`config.mk`:
```
export PLATFORM = sky130hd
export DESIGN_NAME = radar_range_frame_parser_unit
export DESIGN_NICKNAME = d
export VERILOG_FILES = /design/src/rtl/rrfp_pkg.sv /design/src/rtl/radar_range_frame_parser_unit.sv /design/src/rtl/rrfp_ctrl.sv /design/src/rtl/rrfp_datapath.sv
export SDC_FILE = /design/constraint.sdc
export NUM_CORES = 1
export LEC_CHECK = 0
export ABC_AREA = 0
export ABC_CLOCK_PERIOD_IN_PS = 2700
export BUFFER_PORTS_ARGS = -buffer_cell sky130_fd_sc_hd__buf_2
export CORE_MARGIN = 3
export CORE_UTILIZATION = 55
export DETAILED_ROUTE_END_ITERATION = 16
export PLACE_DENSITY = 0.76
export SLEW_MARGIN = 5
export SYNTH_ARGS = -nofsm -noshare
export SYNTH_HDL_FRONTEND = slang
export SYNTH_HIERARCHICAL = 1
export SYNTH_SLANG_ARGS = --single-unit
```
`constraint.sdc`:
```
create_clock -name clk_i -period 2.7 [get_ports clk_i]
set_input_delay 0.54 -clock clk_i [delete_from_list [all_inputs] [get_ports clk_i]]
set_output_delay 0.54 -clock clk_i [all_outputs]
set_load 0.05 [all_outputs]
```
`src/rtl/rrfp_pkg.sv`:
```
// ----------------------------------------------------------------------------
// rrfp_pkg: shared types and constants of the range frame parser
// Transaction payloads, controller/datapath command and status, frame bytes.
// ----------------------------------------------------------------------------
package rrfp_pkg;

  localparam int unsigned RANGE_W  = 16;
  localparam int unsigned FRAMES_W = 5;
  localparam int unsigned BYTE_W   = 8;

  localparam logic [BYTE_W-1:0] HEAD_BYTE   = 8'hAA;
  localparam logic [BYTE_W-1:0] TAIL_BYTE   = 8'h55;
  localparam logic [BYTE_W-1:0] ID_HIGH_RST = 8'h0C;
  localparam logic [BYTE_W-1:0] ID_LOW_RST  = 8'h07;

  typedef enum logic [0:0] {
    CFG_ID_HIGH = 1'b0,
    CFG_ID_LOW  = 1'b1
  } cfg_idx_e;

  typedef enum logic [0:0] {
    MODE_BYTE = 1'b0,
    MODE_POLL = 1'b1
  } mode_e;

  typedef struct packed {
    logic              mode;
    logic [BYTE_W-1:0] data_byte;
  } in_item_t;

  typedef struct packed {
    logic [RANGE_W-1:0]  range_cm;
    logic                valid_res;
    logic [FRAMES_W-1:0] frames_seen;
    logic                frames_dropped;
  } out_item_t;

  typedef struct packed {
    logic byte_en;
    logic poll_start;
    logic div_step;
    logic out_load;
  } cmd_t;

  typedef struct packed {
    logic div_last;
  } sts_t;

endpackage

```
`src/rtl/radar_range_frame_parser_unit.sv`:
```
// ----------------------------------------------------------------------------
// radar_range_frame_parser_unit: serial range frame parser with poll average
// Frames sensor bytes, checks id and checksum, averages ranges per poll.
// ----------------------------------------------------------------------------
// Data byte transaction: one per cycle while the input is not stalled, no result.
// End-of-poll transaction: after acceptance, one divide step per total bit, then
// one load; the result is valid once it is loaded.
// Input stalls from acceptance until the result is loaded, longer on output stall.
// Reset: parser idle, sums and counts zero, ids 0x0C and 0x07, no result.
module radar_range_frame_parser_unit #(
  parameter int unsigned MAX_FRAMES = 16
) (
  input  logic                clk_i,
  input  logic                rst_ni,
  input  logic                in_valid_i,
  output logic                in_stall_o,
  input  rrfp_pkg::in_item_t  in_data_i,
  output logic                out_valid_o,
  input  logic                out_stall_i,
  output rrfp_pkg::out_item_t out_data_o,
  input  logic                cfg_we_i,
  input  rrfp_pkg::cfg_idx_e  cfg_idx_i,
  input  logic [7:0]          cfg_data_i
);
  import rrfp_pkg::*;

  cmd_t cmd;
  sts_t sts;

  rrfp_ctrl u_ctrl (
    .clk_i       (clk_i),
    .rst_ni      (rst_ni),
    .in_valid_i  (in_valid_i),
    .in_mode_i   (in_data_i.mode),
    .in_stall_o  (in_stall_o),
    .out_valid_o (out_valid_o),
    .out_stall_i (out_stall_i),
    .cmd_o       (cmd),
    .sts_i       (sts)
  );

  rrfp_datapath #(
    .MAX_FRAMES (MAX_FRAMES)
  ) u_datapath (
    .clk_i      (clk_i),
    .rst_ni     (rst_ni),
    .in_data_i  (in_data_i),
    .cfg_we_i   (cfg_we_i),
    .cfg_idx_i  (cfg_idx_i),
    .cfg_data_i (cfg_data_i),
    .cmd_i      (cmd),
    .sts_o      (sts),
    .out_data_o (out_data_o)
  );

endmodule

```
`src/rtl/rrfp_ctrl.sv`:
```
// ----------------------------------------------------------------------------
// rrfp_ctrl: transaction sequencer of the range frame parser
// Accepts bytes and end-of-poll transactions, runs the divide, owns out valid.
// ----------------------------------------------------------------------------
module rrfp_ctrl (
  input  logic          clk_i,
  input  logic          rst_ni,
  input  logic          in_valid_i,
  input  logic          in_mode_i,
  output logic          in_stall_o,
  output logic          out_valid_o,
  input  logic          out_stall_i,
  output rrfp_pkg::cmd_t cmd_o,
  input  rrfp_pkg::sts_t sts_i
);
  import rrfp_pkg::*;

  typedef enum logic [2:0] {
    S_IDLE = 3'b001,
    S_DIV  = 3'b010,
    S_DONE = 3'b100
  } state_e;

  state_e state_q, state_d;
  logic   out_valid_q, out_valid_d;
  logic   in_take;
  logic   out_free;

  assign in_stall_o  = (state_q != S_IDLE);
  assign out_valid_o = out_valid_q;
  assign in_take     = in_valid_i & ~in_stall_o;
  assign out_free    = ~out_valid_q | ~out_stall_i;

  always_comb begin
    state_d          = state_q;
    cmd_o            = '0;
    cmd_o.byte_en    = in_take & (in_mode_i == MODE_BYTE);
    cmd_o.poll_start = in_take & (in_mode_i == MODE_POLL);
    unique case (state_q)
      S_IDLE: begin
        if (cmd_o.poll_start) state_d = S_DIV;
      end
      S_DIV: begin
        cmd_o.div_step = 1'b1;
        if (sts_i.div_last) state_d = S_DONE;
      end
      S_DONE: begin
        if (out_free) begin
          cmd_o.out_load = 1'b1;
          state_d        = S_IDLE;
        end
      end
      default: state_d = S_IDLE;
    endcase
  end

  always_comb begin
    out_valid_d = out_valid_q;
    if (cmd_o.out_load) begin
      out_valid_d = 1'b1;
    end else if (out_valid_q && !out_stall_i) begin
      out_valid_d = 1'b0;
    end
  end

  always_ff @(posedge clk_i or negedge rst_ni) begin
    if (!rst_ni) begin
      state_q     <= S_IDLE;
      out_valid_q <= 1'b0;
    end else begin
      state_q     <= state_d;
      out_valid_q <= out_valid_d;
    end
  end

  a_poll_starts_div: assert property (@(posedge clk_i) disable iff (!rst_ni)
    (in_valid_i && !in_stall_o && in_mode_i == MODE_POLL) |=> (state_q == S_DIV))
    else $error("end of poll did not start the divide");

  a_div_ends: assert property (@(posedge clk_i) disable iff (!rst_ni)
    (state_q == S_DIV && sts_i.div_last) |=> (state_q == S_DONE))
    else $error("divide did not finish on its last step");

  a_load_shows: assert property (@(posedge clk_i) disable iff (!rst_ni)
    cmd_o.out_load |=> out_valid_q)
    else $error("loaded result not presented");

endmodule

```
`src/rtl/rrfp_datapath.sv`:
```
// ----------------------------------------------------------------------------
// rrfp_datapath: frame parser, range accumulator and serial divider
// Parses frames byte by byte, sums good ranges, divides once per poll.
// ----------------------------------------------------------------------------
module rrfp_datapath #(
  parameter int unsigned MAX_FRAMES = 16
) (
  input  logic                clk_i,
  input  logic                rst_ni,
  input  rrfp_pkg::in_item_t  in_data_i,
  input  logic                cfg_we_i,
  input  rrfp_pkg::cfg_idx_e  cfg_idx_i,
  input  logic [7:0]          cfg_data_i,
  input  rrfp_pkg::cmd_t      cmd_i,
  output rrfp_pkg::sts_t      sts_o,
  output rrfp_pkg::out_item_t out_data_o
);
  import rrfp_pkg::*;

  localparam int unsigned CNT_W  = $clog2(MAX_FRAMES + 1);
  localparam int unsigned TOT_W  = RANGE_W + CNT_W;
  localparam int unsigned STEP_W = $clog2(TOT_W);

  typedef enum logic [13:0] {
    P_HEAD1 = 14'h0001,
    P_HEAD2 = 14'h0002,
    P_IDH   = 14'h0004,
    P_IDL   = 14'h0008,
    P_PAY1  = 14'h0010,
    P_PAY2  = 14'h0020,
    P_PAY3  = 14'h0040,
    P_PAY4  = 14'h0080,
    P_PAY5  = 14'h0100,
    P_PAY6  = 14'h0200,
    P_PAY7  = 14'h0400,
    P_CHK   = 14'h0800,
    P_TAIL1 = 14'h1000,
    P_TAIL2 = 14'h2000
  } parse_e;

  logic [BYTE_W-1:0] id_high_q, id_low_q;
  parse_e            pst_q, pst_d;
  logic [BYTE_W-1:0] csum_q, csum_d;
  logic [BYTE_W-1:0] rhi_q, rhi_d;
  logic [BYTE_W-1:0] rlo_q, rlo_d;
  logic [TOT_W-1:0]  tot_q, tot_d;
  logic [CNT_W-1:0]  fcnt_q, fcnt_d;
  logic              drop_q, drop_d;

  logic [TOT_W-1:0]  quo_q, quo_d;
  logic [CNT_W-1:0]  rem_q, rem_d;
  logic [CNT_W-1:0]  den_q, den_d;
  logic              pdrop_q, pdrop_d;
  logic [STEP_W-1:0] dcnt_q, dcnt_d;
  out_item_t         out_q;

  logic [BYTE_W-1:0]       c;
  logic [CNT_W:0]          shifted;
  logic [CNT_W:0]          diff;
  logic                    ge;
  logic [FRAMES_W+CNT_W-1:0] seen_ext;

  assign c = in_data_i.data_byte;

  always_ff @(posedge clk_i or negedge rst_ni) begin
    if (!rst_ni) begin
      id_high_q <= ID_HIGH_RST;
      id_low_q  <= ID_LOW_RST;
    end else if (cfg_we_i) begin
      unique case (cfg_idx_i)
        CFG_ID_HIGH: id_high_q <= cfg_data_i;
        CFG_ID_LOW:  id_low_q  <= cfg_data_i;
        default:     id_low_q  <= id_low_q;
      endcase
    end
  end

  always_comb begin
    pst_d  = pst_q;
    csum_d = csum_q;
    rhi_d  = rhi_q;
    rlo_d  = rlo_q;
    tot_d  = tot_q;
    fcnt_d = fcnt_q;
    drop_d = drop_q;
    if (cmd_i.poll_start) begin
      pst_d  = P_HEAD1;
      csum_d = '0;
      rhi_d  = '0;
      rlo_d  = '0;
      tot_d  = '0;
      fcnt_d = '0;
      drop_d = 1'b0;
    end else if (cmd_i.byte_en) begin
      unique case (pst_q)
        P_HEAD2: begin
          if (c == HEAD_BYTE) begin
            csum_d = '0;
            rhi_d  = '0;
            rlo_d  = '0;
            pst_d  = P_IDH;
          end else begin
            pst_d = P_HEAD1;
          end
        end
        P_IDH: pst_d = (c == id_high_q) ? P_IDL : P_HEAD1;
        P_IDL: pst_d = (c == id_low_q) ? P_PAY1 : P_HEAD1;
        P_PAY1: begin
          csum_d = csum_q + c;
          pst_d  = P_PAY2;
        end
        P_PAY2: begin
          csum_d = csum_q + c;
          pst_d  = P_PAY3;
        end
        P_PAY3: begin
          csum_d = csum_q + c;
          rhi_d  = c;
          pst_d  = P_PAY4;
        end
        P_PAY4: begin
          csum_d = csum_q + c;
          rlo_d  = c;
          pst_d  = P_PAY5;
        end
        P_PAY5: begin
          csum_d = csum_q + c;
          pst_d  = P_PAY6;
        end
        P_PAY6: begin
          csum_d = csum_q + c;
          pst_d  = P_PAY7;
        end
        P_PAY7: begin
          csum_d = csum_q + c;
          pst_d  = P_CHK;
        end
        P_CHK:   pst_d = (c == csum_q) ? P_TAIL1 : P_HEAD1;
        P_TAIL1: pst_d = (c == TAIL_BYTE) ? P_TAIL2 : P_HEAD1;
        P_TAIL2: begin
          if (c == TAIL_BYTE) begin
            if (fcnt_q < CNT_W'(MAX_FRAMES)) begin
              tot_d  = tot_q + TOT_W'({rhi_q, rlo_q});
              fcnt_d = fcnt_q + CNT_W'(1);
            end else begin
              drop_d = 1'b1;
            end
          end
          pst_d = P_HEAD1;
        end
        default: pst_d = (c == HEAD_BYTE) ? P_HEAD2 : P_HEAD1;
      endcase
    end
  end

  // restoring divide, one quotient bit per step
  assign shifted = {rem_q, quo_q[TOT_W-1]};
  assign diff    = shifted - {1'b0, den_q};
  assign ge      = (shifted >= {1'b0, den_q});

  always_comb begin
    quo_d   = quo_q;
    rem_d   = rem_q;
    den_d   = den_q;
    pdrop_d = pdrop_q;
    dcnt_d  = dcnt_q;
    if (cmd_i.poll_start) begin
      quo_d   = tot_q;
      rem_d   = '0;
      den_d   = fcnt_q;
      pdrop_d = drop_q;
      dcnt_d  = STEP_W'(TOT_W - 1);
    end else if (cmd_i.div_step) begin
      rem_d  = ge ? diff[CNT_W-1:0] : shifted[CNT_W-1:0];
      quo_d  = {quo_q[TOT_W-2:0], ge};
      dcnt_d = dcnt_q - STEP_W'(1);
    end
  end

  assign sts_o.div_last = (dcnt_q == '0);
  assign seen_ext       = {{FRAMES_W{1'b0}}, den_q};

  always_ff @(posedge clk_i or negedge rst_ni) begin
    if (!rst_ni) begin
      pst_q  <= P_HEAD1;
      csum_q <= '0;
      rhi_q  <= '0;
      rlo_q  <= '0;
      tot_q  <= '0;
      fcnt_q <= '0;
      drop_q <= 1'b0;
      dcnt_q <= '0;
    end else begin
      pst_q  <= pst_d;
      csum_q <= csum_d;
      rhi_q  <= rhi_d;
      rlo_q  <= rlo_d;
      tot_q  <= tot_d;
      fcnt_q <= fcnt_d;
      drop_q <= drop_d;
      dcnt_q <= dcnt_d;
    end
  end

  always_ff @(posedge clk_i) begin
    quo_q   <= quo_d;
    rem_q   <= rem_d;
    den_q   <= den_d;
    pdrop_q <= pdrop_d;
    if (cmd_i.out_load) begin
      out_q.range_cm       <= (den_q != '0) ? quo_q[RANGE_W-1:0] : '0;
      out_q.valid_res      <= (den_q != '0);
      out_q.frames_seen    <= seen_ext[FRAMES_W-1:0];
      out_q.frames_dropped <= pdrop_q;
    end
  end

  assign out_data_o = out_q;

  a_count_bound: assert property (@(posedge clk_i) disable iff (!rst_ni)
    fcnt_q <= CNT_W'(MAX_FRAMES))
    else $error("frame count above its limit");

endmodule
```
==> results of run 1 <==
how the worst min path moves through the flow:
stage | from | end | slack, ns | depth (start not counted)
after detailed placement | u_datapath/pdrop_q | u_datapath/out_data_o[0] | 0.42 | 0
after global routing | rst_ni | u_datapath/csum_q[2] | 0.13 | 1
after CTS | rst_ni | u_datapath/csum_q[2] | 0.10 | 1
final | rst_ni | u_datapath/csum_q[2] | 0.1 | 1
after floorplan | rst_ni | u_ctrl/out_valid_o | 0.24 | 0
after global placement | u_datapath/pdrop_q | u_datapath/out_data_o[0] | 0.41 | 0
registers in the layout, summed over array words and instances (netlist names):
signal,flops
u_datapath/den_q,5
u_datapath/quo_q,21
u_datapath/tot_q,21
u_datapath/pst_q,14
u_ctrl/out_valid_o,1
u_datapath/dcnt_q,5
u_ctrl/state_q,3
u_datapath/pdrop_q,1
u_datapath/drop_q,1
u_datapath/csum_q,8
u_datapath/fcnt_q,5
u_datapath/id_high_q,8
u_datapath/out_data_o,23
u_datapath/rhi_q,8
u_datapath/id_low_q,8
u_datapath/rlo_q,8
u_datapath/rem_q,5
cell usage in the layout, fill, tap and decap left out, drive strengths merged, types with 4 or more instances in the layout:
master,instances
nor4,4
o21ai,26
dfrtp,83
nand2b,15
nor3,14
dfstp,7
nand4,11
clkbuf,21
a31oi,4
mux2,38
nor2b,23
nand2,73
xor2,12
o211ai,4
inv,25
and2,4
o31ai,6
and3,4
nor4b,4
clkinv,5
a21oi,55
ha,31
o21a,4
mux2i,6
clkinvlp,4
nor2,56
or3,9
xnor2,32
dfxtp,5
or4,5
nand3,14
a22o,10
buf,77
edfxtp,50
a21o,9
a211oi,13
power breakdown:
group,internal (mW),switching (mW),total [mW]
Combinational,0.260,0.297,0.557
Clock,1.37,0.902,2.28
Sequential,2.41,0.0761,2.48
through the flow:
step | setup TNS [ns] | total power, mW | instance area, sq um | worst slack (ns) | hold slack, ns
floorplan | 0 | 2.90 | 7770 | 0.152 | 0.244
global placement | 0 | 3.03 | 8270 | 0.0917 | 0.415
detailed placement | -0.00225 | 3.07 | 8270 | -0.00225 | 0.423
CTS | 0 | 5.34 | 8850 | 0.00927 | 0.101
global route | -0.110 | 5.52 | 8980 | -0.0750 | 0.131
finish | 0 | 5.31 | 8980 | 0.0763 | 0.0958
repair_timing:
action                     4_1_cts  5_1_grt
gates resized for setup          2       13
buffers inserted                 0        6
setup endpoints to repair        5       15
hold endpoints to repair         0        0
pin swaps                        0        5
gates cloned                     0        1
cell type report:
type / count / share of cell area [%]
Sequential cell: 145 / 43.0
Multi-Input combinational cell: 528 / 41.8
Timing Repair Buffer: 78 / 5.42
Clock buffer: 21 / 5.02
Tap cell: 176 / 2.45
Clock inverter: 11 / 1.30
Inverter: 25 / 1.04
layer usage:
layer | global-route usage [%] | up-vias | wire [um]
li1 | - | 2786 | -
met5 | 0 | - | 0
met2 | 38.5 | 198 | 8790
met3 | 4.12 | 35 | 832
met1 | 28.7 | 2869 | 7340
met4 | 9.12 | 0 | 444
cells by family (layout without fill, tap and decap cells):
| logic type | after synthesis | count (layout) | share of synthesized area [%] |
|---|---|---|---|
| AOI/OAI and AO/OA | 149 | 149 | 12.2 |
| xor gates and xnor gates | 44 | 44 | 4.96 |
| adders and majority gates | 34 | 34 | 5.76 |
| buffers and inverters | 55 | 135 | 3.11 |
| DFF | 145 | 145 | 49.7 |
| muxes | 44 | 44 | 6.28 |
| and+or+nand+nor | 257 | 257 | 18.0 |
==> results.cfg, run 1 <==
[logic_synthesis]
synthCells = 728
async_reset_ff_share_pct = 62.1
syn_avg_cell_area_sq_um = 10.7
yosys-top-cells-area = dfrtp_1 (27%), edfxtp_1 (19%), mux2_2 (5.5%)
yosysSeqAreaShare_pct = 49.7
yosys_warnings = 6
synthFlopType = dfrtp_1
yosysTopAreaCell = dfrtp_1
synth_top_area_share_pct = 26.7
synth_common_cells = dfrtp_1 (83), nand2_1 (73), nor2_1 (54)
synth_cell_type_count = 74
synth_edf_count = 50
ys_ff_latch = 145
syn_nets = 785
synth_area_sq_mm = 0.00777
yosysMostFrequentCell = dfrtp_1

[detailed_routing]
drt-total-wl_mm = 17.4
drt_first_iter_violations = 374
viasPerCell = 5.98
wl_per_cell_um = 17.7
detail-route-antenna-nets = 0
via_count = 5888
dr.pass1.iters = 5
drc = 0

[critical_path]
endpoint = u_datapath/tot_q[14]
max_stage_delay_ns = 0.56
slowest_stage = dfstp_2
cp.depth = 10
reg2reg_from = u_ctrl/state_q[0]
r2r_slack_ns = 0.08
path_class = register to register
worstPathCellList = nor3b_4, nand2_2, nor2_4, inv_1, or4b_4, nor4_4, clkdlybuf4s15_2, buf_4, a31oi_1, o211ai_1
crit_path_start = u_ctrl/state_q[0]
path_buf_inv = 3
reg2reg_to = u_datapath/tot_q[14]
cp_top_family = simple AND/OR/NAND/NOR gates
worstPathRequired_ns = 3.04
critPathMaxFanout = 5
arrival_ns = 2.97
rr_worst_depth = 10
critPathLaunchType = register
endpoint_kind = register

[floorplanning]
rows = 42
die_h_um = 125
dieArea_sq_mm = 0.0156
io_pins = 48
core_area_sq_mm = 0.0135
dieWidth_um = 125
start_util_pct = 57.5

[cells_and_area]
drive_gt1_share_pct = 22.4
final_cells = 984
fin_nets = 852
final_util_pct = 66.5
seq_area_sq_mm = 0.00386
multiInputGateArea_sq_mm = 0.00375
syn_to_final_growth_pct = 15.6
antennaDiodeCount = 0
fillers = 1026

[global_route]
grt.total_usage_pct = 22.6
grt_pass1_wl_mm = 28.6
grt_max_degree = 41
antenna_found_initial = 0
grt_pass1_vias = 5841
gr-total-overflow = 0

[timing]
finClkSkew_ns = 0.00612
slew_viol_final = 0
rsz0062_at_grt = yes
max_freq_mhz = 381
min_period_over_period_pct = 97.2
fin_crit_ns = 2.62
finalHoldViolCount = 0
setup_viol = 0
max_slew_margin_pct = 28.8
tightestPinTransition_ns = 1.07

[clock_tree]
cts_made_buffers = 17
cts_max_level = 4
cts_num_sinks = 145
clock_latency_ns = 0.42
clock_path_buffers = 2
cts.clk_slew.worst_paths_ns = 0.06
tritoncts = done
cts_root_buf = clkbuf_16
hold_buffers = 0

[placed_design]
globalplace.congestion = 0.927
dp.cells = 945
port_buffers = 47
dpl.hpwl_mm = 12.3

[power]
irDropWorstVdd_mv = 0.342
power_density_mw_per_mm2 = 592
p_leak_nw = 3.77

[run]
drv_cap = 0

[worst_hold_path]
hold_path_class = primary input to async pin

[run_status]
status = finished clean
Note: power is estimated with default switching activity, not from simulation.
==> run 2, diff against run 1 <==
ABC_CLOCK_PERIOD_IN_PS = 2350   (was 2700)
clock period = 2.35 ns   (was 2.7 ns; I/O delays follow)
==> run 2 against run 1 <==
The run now ends with setup timing left. Sequential power is 15% higher. Register-to-register slack worse by 0.18 ns. Non-clock buffer count is 78 higher. Final cell count is 7.9% higher. Die area stayed put. Combinational power is 37% higher. Flip-flop and latch count stayed put. Critical path type unchanged. Critical endpoint is now u_datapath/tot_q[20].
==> results.cfg, run 2 (synthesis results as in run 1) <==
[timing]
max_slew_margin_pct = 49.5
rsz0062_at_grt = yes
max_freq_mhz = 407
finalHoldViolCount = 0
worst_slack_ns = -0.106
fin_crit_ns = 2.46
min_period_over_period_pct = 105
slew_viol_final = 0
setup_viol = 8
tightestPinTransition_ns = 0.756
finClkSkew_ns = 0.00735

[detailed_routing]
viasPerCell = 5.83
wl_per_cell_um = 17.7
detail-route-antenna-nets = 0
dr.pass1.iters = 5
drc = 0
via_count = 6196
drt-total-wl_mm = 18.8
drt_first_iter_violations = 390

[global_route]
grt_pass1_vias = 6278
grt_pass1_wl_mm = 30.4
antenna_found_initial = 0
grt_max_degree = 69
gr-total-overflow = 0
grt.total_usage_pct = 23.8

[floorplanning]
dieWidth_um = 125
rows = 42
start_util_pct = 57.5
dieArea_sq_mm = 0.0156
io_pins = 48
core_area_sq_mm = 0.0135
die_h_um = 125

[clock_tree]
tritoncts = done
cts_root_buf = clkbuf_16
clock_latency_ns = 0.42
cts.clk_slew.worst_paths_ns = 0.06
clock_path_buffers = 2
cts_num_sinks = 145
cts_made_buffers = 17
cts_max_level = 4

[run_status]
status = finished with violations
violations = setup timing

[power]
combPwrFrac_pct = 12.2
irDropWorstVdd_mv = 0.482
power_frac_clock_pct = 42.2
switching_share_pct = 24.3
p_int_mw = 4.73
p_leak_nw = 4.26
p_switching_mw = 1.52
seqPwrFrac_pct = 45.6
power_density_mw_per_mm2 = 635

[cells_and_area]
fin_nets = 930
layout_commonest_cell = buf_4
final_cell_mix = buf_4 (99), dfrtp_1 (83), nand2_1 (68)
drive_gt1_share_pct = 34.3
seq_area_sq_mm = 0.00386
fillers = 881
final_cells = 1062
stdcell_area_sq_mm = 0.00984
syn_to_final_growth_pct = 26.7
antennaDiodeCount = 0
final_util_pct = 72.9
largest_register_ffs = 23
multiInputGateArea_sq_mm = 0.00397

[critical_path]
worstPathRequired_ns = 2.70
arrival_ns = 2.81
critPathMaxFanout = 6
rr_worst_depth = 10
endpoint_kind = register
critPathLaunchType = register
crit_path_start = u_datapath/tot_q[0]
reg2reg_to = u_datapath/tot_q[20]
reg2reg_from = u_datapath/tot_q[0]
r2r_slack_ns = -0.11
path_class = register to register

[placed_design]
dpl.hpwl_mm = 12.9
globalplace.congestion = 0.932
dpl-instance-area_sq_mm = 0.00879
port_buffers = 47
dp.cells = 1006

[worst_hold_path]
hold_depth = 2
min_from = cfg_data_i[0]
hold_path_class = primary input to register
hold_end = u_datapath/id_low_q[0]

[run]
drv_cap = 0
## run 2: worst max path at each step
stage,endpoint,slack (ns),cells after the start
detailed placement,u_datapath/tot_q[20],-0.13,10
floorplan,u_datapath/tot_q[14],-0.05,10
CTS,u_datapath/fcnt_q[3],-0.04,10
global route,u_datapath/tot_q[20],-0.19,10
global placement,u_datapath/pst_q[0],-0.09,9
finish,u_datapath/tot_q[20],-0.11,10
## run 2: final cells by class
class / count / share of cell area (%)
Clock buffer: 19 / 4.50
Sequential cell: 145 / 39.2
Tap cell: 176 / 2.24
Multi-Input combinational cell: 528 / 40.3
Inverter: 25 / 0.953
Timing Repair Buffer: 156 / 11.4
Clock inverter: 13 / 1.36
## run 2: layer usage
| metal | vias up | track usage (%) | share of wire (%) |
|---|---|---|---|
| met5 | - | 0 | 0 |
| met4 | 0 | 8.23 | 2.8 |
| met3 | 42 | 4.33 | 4.2 |
| met2 | 197 | 42.1 | 51 |
| met1 | 3025 | 29.4 | 42 |
| li1 | 2932 | - | - |
## run 2: stage by stage
step / TNS, ns / hold slack (ns) / worst slack [ns] / total power, mW
after global placement: -0.102 / 0.378 / -0.0890 / 3.53
after global routing: -1.84 / 0.281 / -0.187 / 6.46
after CTS: -0.0724 / 0.283 / -0.0425 / 6.21
after detailed placement: -0.743 / 0.385 / -0.133 / 3.58
after floorplan: -0.0455 / 0.174 / -0.0455 / 3.33
final: -0.274 / 0.291 / -0.106 / 6.25
## run 2: worst max-delay path: stages, from the launching register on
cell      delay, ns
dfrtp_1        0.36
ha_2           0.21
inv_2          0.05
fa_2           0.37
nand2b_4       0.17
a21oi_4        0.13
o211ai_1       0.16
a21oi_2        0.24
a221oi_4       0.13
or4_4          0.43
a21oi_2        0.15
## run 2: timing repair
action,in CTS,in global routing
gates resized for setup,14,52
pin swaps,11,28
cloned,1,0
buffers inserted,12,15
endpoints found under the hold margin,17,0
endpoints found under the setup margin,16,55
hold buffers,1,0
## run 2: power groups by stage
stage	Combinational [mW]	Sequential (mW)	Clock, mW
final	0.763	2.85	2.63
after global routing	0.830	2.86	2.76
after CTS	0.707	2.85	2.65
after detailed placement	0.687	2.90	0
after global placement	0.644	2.89	0
after floorplan	0.464	2.87	0
==> run 3, diff against run 2 <==
REMOVE_ABC_BUFFERS = 1   (was default)
==> run 3 against run 2 <==
The run still ends with setup timing left. Worst hold slack worse by 0.0044 ns. Global-route usage rose by 0.26 points. Sequential power hardly changed. Non-clock buffer count is 8 lower. Critical endpoint unchanged.
==> results.cfg, run 3 (synthesis results as in run 1) <==
[timing]
max_freq_mhz = 407
setup_viol = 8
worst_slack_ns = -0.105
fin_tns_setup_ns = -0.390
tightestPinTransition_ns = 0.727
finalHoldViolCount = 0
slew_viol_final = 0
finClkSkew_ns = 0.00480
fin_crit_ns = 2.45
rsz0062_at_grt = yes
min_period_over_period_pct = 104
max_slew_margin_pct = 51.4
whs_ns = 0.286

[global_route]
grt_pass1_wl_mm = 30.4
grt_use_met2_pct = 41.7
antenna_found_initial = 0
grt.total_usage_pct = 24.1
grt_pass1_vias = 6313
use_met1_pct = 29.2
grt_busiest_layer = met2
gr-total-overflow = 0
met3_usage_pct = 5.66
grt_max_degree = 43

[critical_path]
crit_top_cell = nor2_4
worstPathRequired_ns = 2.69
slowest_stage = or4_1
arrival_ns = 2.80
max_stage_delay_ns = 0.54
worstPathCellList = nor3b_4, nand2_2, nor2_4, buf_6, nand2b_4, nor2_4, and4b_2, nand4_4, or4_1, a21oi_1
critPathLaunchType = register
path_class = register to register
endpoint_kind = register
r2r_slack_ns = -0.10
critPathMaxFanout = 3

[detailed_routing]
detail-route-antenna-nets = 0
drt_first_iter_violations = 367
viasPerCell = 5.82
drt-total-wl_mm = 18.3
dr.pass1.iters = 5
wl_per_cell_um = 17.3
drc = 0
via_count = 6136

[placed_design]
place_ws_ns = -0.325
dpl-instance-area_sq_mm = 0.00876
globalplace.congestion = 0.910
port_buffers = 47
dp.cells = 1009
dpl.hpwl_mm = 12.9

[clock_tree]
cts_max_level = 4
cts_root_buf = clkbuf_16
cts.clk_slew.worst_paths_ns = 0.06
clock_latency_ns = 0.43
tritoncts = done
cts_num_sinks = 145
cts_made_buffers = 17
clock_path_buffers = 2

[cells_and_area]
fin_nets = 922
fillers = 932
final_util_pct = 72.4
final_cells = 1054
stdcell_area_sq_mm = 0.00978
final_cell_mix = buf_4 (96), dfrtp_1 (82), nand2_1 (69)
drive_gt1_share_pct = 32.7
layout_commonest_cell = buf_4
antennaDiodeCount = 0
largest_register_ffs = 23
syn_to_final_growth_pct = 25.9

[floorplanning]
io_pins = 48
start_util_pct = 57.5
dieWidth_um = 125
rows = 42
core_area_sq_mm = 0.0135
die_h_um = 125
dieArea_sq_mm = 0.0156

[power]
p_leak_nw = 4.21
power_mw = 6.61
irDropWorstVdd_mv = 0.438
power_density_mw_per_mm2 = 675

[run]
drv_cap = 0

[run_status]
violations = setup timing
status = finished with violations

[worst_hold_path]
hold_path_class = primary input to register
-- run 3: cell count changes in the layout (fill, tap and decap cells not counted), moves of 2 or more --
cell and change:
buf_4 -3, clkinv_2 -4, nand2_2 -2, ha_1 +2, bufinv_16 +4, clkinv_1 +2, a21oi_1 +3, buf_6 -3
clkinvlp_4 +2, a21oi_2 -3, buf_12 -2, o21ai_1 +2, inv_6 -2
-- run 3: area by class of cell --
type                       instances  area, sq um  share of cell area (%)
clock buffer                      17          425                    4.35
clock inverter                    15          239                    2.44
inverter                          25         93.8                   0.959
multi-input combinational        528         3920                    40.0
sequential                       145         3860                    39.5
tap                              176          220                    2.25
timing repair buffer             148         1030                    10.5
-- run 3: path summary, 6_finish.rpt --
kind | depth (start not counted) | to | start
hold reg to reg | 0 | u_datapath/out_data_o[0] | u_datapath/pdrop_q
max in group asynchronous | 3 | u_datapath/id_high_q[2] | rst_ni
setup reg to reg | 10 | u_datapath/tot_q[20] | u_ctrl/state_q[0]
setup / recovery | 10 | u_datapath/tot_q[20] | u_ctrl/state_q[0]
min in group asynchronous | 2 | u_ctrl/out_valid_o | rst_ni
hold / removal | 2 | u_datapath/id_low_q[5] | cfg_data_i[5]
-- run 3: repair_timing --
item / in CTS / in global routing
setup buffers: 5 / 8
endpoints found under the setup margin: 30 / 33
hold buffers: 1 / 0
hold endpoints to repair: 23 / 0
pin swaps: 14 / 20
resized for setup: 31 / 31
-- run 3: critical path: cells and delay by family, from the launching register on --
family / cells / cell delay, ns
AOI/OAI and AO/OA: 1 / 0.17
and+or+nand+nor: 8 / 1.53
buffers and inverters: 1 / 0.13
DFF: 1 / 0.53
-- run 3: report_power, final --
group	leakage (nW)	internal (mW)	total [mW]	switching (mW)
combinational	2.20	0.342	0.719	0.377
sequential	1.69	2.76	2.85	0.0855
clock	0.318	1.98	3.04	1.06
-- run 3: routing by layer --
| layer | vias up | share of wire (%) |
|---|---|---|
| met5 | - | 0 |
| met4 | 0 | 2.5 |
| met3 | 37 | 5.7 |
| met2 | 186 | 51 |
| met1 | 3005 | 41 |
| li1 | 2908 | - |
